[config.mk]
export PLATFORM = sky130hd
export DESIGN_NAME = xxh_front_flat
export DESIGN_NICKNAME = d
export VERILOG_FILES = /design/src/xxhash64_stream_defines.svh /design/src/xxh_pkg.sv /design/src/xxh_if.sv /design/src/xxh_front.sv /design/src/flat_wrapper.sv
export SDC_FILE = /design/constraint.sdc
export NUM_CORES = 1
export LEC_CHECK = 0
export BUFFER_PORTS_ARGS = -buffer_cell sky130_fd_sc_hd__buf_4
export CAP_MARGIN = 20
export CELL_PAD_IN_SITES_DETAIL_PLACEMENT = 0
export CELL_PAD_IN_SITES_GLOBAL_PLACEMENT = 1
export CORE_UTILIZATION = 40
export CTS_BUF_LIST = sky130_fd_sc_hd__clkbuf_8
export DETAILED_ROUTE_END_ITERATION = 12
export PLACE_DENSITY = 0.79
export SYNTH_ARGS = -nofsm -noshare
export SYNTH_HDL_FRONTEND = slang
export SYNTH_SLANG_ARGS = --single-unit
[constraint.sdc]
create_clock -name clk -period 9.2 [get_ports clk]
set_clock_uncertainty 0.15 [all_clocks]
set_input_delay 1.38 -clock clk [delete_from_list [all_inputs] [get_ports clk]]
set_output_delay 1.38 -clock clk [all_outputs]
set_load 0.005 [all_outputs]
[src/xxhash64_stream_defines.svh]
// Assertion macros for the XXH64 stream hasher.
`ifndef XXHASH64_STREAM_DEFINES_SVH
`define XXHASH64_STREAM_DEFINES_SVH

`define XXH_ASSERT_NOW(lbl, ante, cons) \
  lbl: assert property (@(posedge clk) disable iff (rst) (ante) |-> (cons)) \
    else $error("xxh64 assertion failed");

`define XXH_ASSERT_NEXT(lbl, ante, cons) \
  lbl: assert property (@(posedge clk) disable iff (rst) (ante) |=> (cons)) \
    else $error("xxh64 assertion failed");

`endif

[src/xxh_pkg.sv]
// Types, constants and helpers shared by the XXH64 stream hasher.
package xxh_pkg;

  localparam logic [63:0] P1 = 64'h9E3779B185EBCA87;
  localparam logic [63:0] P2 = 64'hC2B2AE3D27D4EB4F;
  localparam logic [63:0] P3 = 64'h165667B19E3779F9;
  localparam logic [63:0] P4 = 64'h85EBCA77C2B2AE63;
  localparam logic [63:0] P5 = 64'h27D4EB2F165667C5;

  localparam logic [3:0] FULL_WORD = 4'd8;
  localparam logic [3:0] HALF_WORD = 4'd4;
  localparam logic [1:0] STRIPE_HELD = 2'd3;
  localparam logic [1:0] QUEUE_DEPTH = 2'd2;

  typedef struct packed {
    logic [63:0] word;
    logic [3:0]  nbytes;
    logic        last;
  } xxh_item_t;

  typedef struct packed {
    logic [1:0] count;
  } xxh_front_status_t;

  typedef struct packed {
    logic emit;
  } xxh_back_status_t;

  typedef enum logic [4:0] {
    ST_IDLE, ST_LR1, ST_LR2, ST_FIN, ST_MG1, ST_MG2, ST_MG3, ST_LEN, ST_TW,
    ST_F1, ST_F2, ST_F3, ST_Q1, ST_Q2, ST_B0, ST_B1, ST_B2, ST_AV1, ST_AV2,
    ST_OUT
  } xxh_state_t;

  function automatic logic [63:0] rotl(input logic [63:0] v, input int unsigned n);
    return (v << n) | (v >> (64 - n));
  endfunction

endpackage

[src/xxh_if.sv]
// Valid/ready channel interfaces for words in and hashes out.
interface xxh_in_if;
  logic        valid;
  logic        ready;
  logic [63:0] data_word;
  logic [3:0]  valid_bytes;
  logic        last;
  modport source(output valid, data_word, valid_bytes, last, input ready);
  modport sink(input valid, data_word, valid_bytes, last, output ready);
endinterface


[src/xxh_front.sv]
// Input stage: classify words and queue them for the hash engine.
module xxh_front
  import xxh_pkg::*;
(
  input  logic              clk,
  input  logic              rst,
  xxh_in_if.sink            in_ch,
  output xxh_item_t         q_item,
  output logic              q_valid,
  input  logic              q_pop,
  output xxh_front_status_t status
);

  xxh_item_t  entries [2];
  logic       wptr;
  logic       rptr;
  logic [1:0] count;
  logic       push;
  xxh_item_t  item_in;

  always_comb begin
    item_in.word   = in_ch.data_word;
    item_in.last   = in_ch.last;
    item_in.nbytes = (!in_ch.last || in_ch.valid_bytes > FULL_WORD) ? FULL_WORD
                                                                  : in_ch.valid_bytes;
  end

  assign in_ch.ready  = (count != QUEUE_DEPTH);
  assign push         = in_ch.valid && in_ch.ready;
  assign q_valid      = (count != 2'd0);
  assign q_item       = entries[rptr];
  assign status.count = count;

  always_ff @(posedge clk) begin
    if (push) begin
      entries[wptr] <= item_in;
    end
    if (rst) begin
      wptr  <= 1'b0;
      rptr  <= 1'b0;
      count <= 2'd0;
    end else begin
      if (push) wptr <= ~wptr;
      if (q_pop) rptr <= ~rptr;
      count <= count + {1'b0, push} - {1'b0, q_pop};
    end
  end

endmodule

[src/flat_wrapper.sv]
// flat-port wrapper written by rule: the top's interface ports become plain ports
module xxh_front_flat import xxh_pkg::*;
  (clk, rst, q_item, q_valid, q_pop, status, in_ch_valid, in_ch_data_word, in_ch_valid_bytes, in_ch_last, in_ch_ready);
  xxh_in_if in_ch_i ();
  input  logic clk;
  input  logic rst;
  output xxh_item_t q_item;
  output logic q_valid;
  input  logic q_pop;
  output xxh_front_status_t status;
  input wire logic [$bits(in_ch_i.valid)-1:0] in_ch_valid;
  input wire logic [$bits(in_ch_i.data_word)-1:0] in_ch_data_word;
  input wire logic [$bits(in_ch_i.valid_bytes)-1:0] in_ch_valid_bytes;
  input wire logic [$bits(in_ch_i.last)-1:0] in_ch_last;
  output wire logic [$bits(in_ch_i.ready)-1:0] in_ch_ready;
  assign in_ch_i.valid = in_ch_valid;
  assign in_ch_i.data_word = in_ch_data_word;
  assign in_ch_i.valid_bytes = in_ch_valid_bytes;
  assign in_ch_i.last = in_ch_last;
  assign in_ch_ready = in_ch_i.ready;
  xxh_front u_core (.clk(clk), .rst(rst), .in_ch(in_ch_i), .q_item(q_item), .q_valid(q_valid), .q_pop(q_pop), .status(status));
endmodule
==> impl_metrics.json <==
{
  "die_x_microns": 117,
  "hp-class": "flop to flop",
  "async_reset_ff_frac": 0,
  "final_antenna_net_count": 0,
  "cts.path.max_buffers": 2,
  "tightestPinTransition_ns": 0.994,
  "area_growth_pct": 31.3,
  "relSlewSlack": 0.338,
  "crit_path_end_kind": "primary output",
  "syn_area_sq_mm": 0.00528,
  "grt-ovfl-total": 0,
  "syn_nets": 320,
  "drv_slew": 0,
  "cp_max_fo": 69,
  "die_h_microns": 117,
  "synth.top_cells.by_count": "edfxtp_1 (138), mux2_2 (59), mux2_4 (10), buf_2 (5), dfxtp_1 (5)",
  "rows": 41,
  "layout_min_cycle_time_ns": 3.57,
  "drtPass1Iterations": 4,
  "start_kind": "flop",
  "regToRegStartpoint": "u_core.status[0]$_SDFF_PP0_",
  "cts-hold-fix-buffers": 0,
  "die_area_sq_mm": 0.0137,
  "insertion_delay_ns": 0.43,
  "critPathTopFamily": "flip-flops",
  "drtIter0Drc": 125,
  "seq_area_frac_synth": 0.804,
  "synthFlopType": "edfxtp_1",
  "route.vias.total": 2720,
  "holdWs_ns": 0.368,
  "initial_core_util": 0.415,
  "hp-start": "u_core.rptr$_SDFFE_PP0P_",
  "root_buffer": "clkbuf_8",
  "yosysMostFrequentCell": "edfxtp_1",
  "n_antenna_cell": 0,
  "path_depth": 2,
  "vdd_drop_max_mv": 0.117,
  "drt-total-wl_microns": 9000,
  "grt_setup_unrepaired": "false",
  "pin_count": 146,
  "synth_cells": 245,
  "antenna_found_initial": 0,
  "critPathKind": "flop to primary output",
  "critPathBufInv": 1,
  "cts_buffers": 17,
  "crit_path_end": "q_item[68]",
  "ys_ff_latch": 143,
  "worstReg2RegEnd": "u_core.entries[0][67]$_DFFE_PP_",
  "avgRoutedWirePerCell_microns": 15.3,
  "layout-drive-gt1-share": 0.595,
  "avgViaCountPerCell": 4.63,
  "stdcell_area_sq_mm": 0.00693,
  "dp_hpwl_microns": 5520,
  "multiInputGateArea_sq_um": 972,
  "cts.htree.levels": 4,
  "worstPathRequired_ns": 7.67,
  "numPortBuffers": 145,
  "clock-sinks": 143,
  "post_cts_buffers": 0,
  "yosysTopAreaCell": "edfxtp_1",
  "min_period_over_period": 0.388,
  "power_density_mw_per_mm2": 238,
  "core_sq_mm": 0.0127,
  "place_congestion": 0.643,
  "cts-resized-gates": 0,
  "grt_usage": 0.137,
  "drv_cap": 0,
  "placed_area_sq_mm": 0.00654,
  "grt_max_degree": 70,
  "synth_edf_count": 138,
  "num-nets-final": 477,
  "setup_violations": 0,
  "rrSetupSlack_ns": 6.98,
  "regArea_sq_mm": 0.00425,
  "synth_top_area_share": 0.785,
  "slowest_stage": "dfxtp_4",
  "ff2ff_path_depth": 4,
  "setup_tns_ns": 0,
  "yosys.cell_types.count": 19,
  "max_stage_delay_ns": 0.99,
  "status": "completed",
  "yosys_warnings": 0,
  "cts_tree": "built",
  "synthTopCellsByArea": "edfxtp_1 (79%), mux2_2 (13%), mux2_4 (2.8%), dfxtp_1 (1.9%), and2_1 (0.47%)",
  "total_power_mw": 1.65,
  "clkSlewWorstSetupHoldPaths_ns": 0.07,
  "grt_pass1_vias": 2819,
  "fillers": 1067,
  "drcViolationCount": 0,
  "finalHoldViolations": 0,
  "leakage_nw": 2.61,
  "critPathArrivalTime_ns": 2.04,
  "grt_pass1_wl_microns": 13400,
  "syn_area_per_cell_sq_um": 21.5,
  "max_freq_ghz": 0.280,
  "cp_cell_sequence": "mux2_2 -> buf_4"
}
worst reg2reg max path: stages (launching register included):
cell      delay [ns]
dfxtp_1         0.40
nand2b_1        0.19
and2_1          0.20
nor2b_4         0.15
buf_4           0.73
sequential cells by signal, summed over array words and instances (netlist names), named ones only:
name,count
u_core.wptr,1
u_core.rptr,1
u_core.entries,138
u_core.status,2
cell type report:
type	count	share of cell area
sequential	143	0.613
timing repair buffer	146	0.158
tap	172	0.0311
inverter	3	0.00162
clock buffer	17	0.0338
multi-input combinational	91	0.140
clock inverter	15	0.0222
cells in the final DEF, fill, tap and decap left out, types with 3 or more instances in the layout:
cell type / count
mux2_4: 10
clkinv_2: 5
clkbuf_8: 17
inv_1: 5
buf_4: 146
bufinv_16: 3
and2_1: 4
dfxtp_1: 4
nor2_1: 4
mux2_2: 59
edfxtp_1: 138
stage by stage:
stage,utilization,cells,worst slack (ns)
2_1_floorplan,-,245,3.94
3_3_place_gp,0.514,555,6.05
3_5_place_dp,0.514,555,6.05
4_1_cts,0.545,587,5.55
5_1_grt,0.545,587,5.48
6_report,0.545,587,5.63
cells by family after synthesis:
| logic type | after synthesis | share of synthesized area |
|---|---|---|
| AO/OA/AOI/OAI | 1 | 0.000947 |
| XOR/XNOR | 3 | 0.00498 |
| adder cells (fa/ha/maj) | 2 | 0.00474 |
| buffers and inverters | 11 | 0.0140 |
| flip-flops | 143 | 0.804 |
| multiplexers | 69 | 0.154 |
| AND/OR/NAND/NOR | 16 | 0.0168 |
how the worst min path moves through the flow:
| stage | endpoint | slack, ns | cells after the start |
|---|---|---|---|
| 2_1_floorplan | u_core.wptr$_SDFFE_PP0P_ | 0.32 | 2 |
| 3_3_place_gp | flop | 0.34 | 2 |
| 3_5_place_dp | flop | 0.35 | 2 |
| 4_1_cts | flop | 0.37 | 2 |
| 5_1_grt | u_core.rptr$_SDFFE_PP0P_ | 0.40 | 2 |
| 6_report | flop | 0.37 | 2 |
routing by layer:
layer	global-route usage	routed length (microns)	vias to the layer above
met5	0	0	-
met1	0.159	3750	1338
met2	0.221	4480	98
met3	0.0520	599	18
met4	0.0759	178	0
li1	-	-	1266
power by group:
group          switching (mW)  internal [mW]
registers              0.0366          0.833
clock network           0.221          0.261
logic                   0.123          0.171
total                   0.381           1.27
No activity file was read; power rests on OpenSTA's default activity.
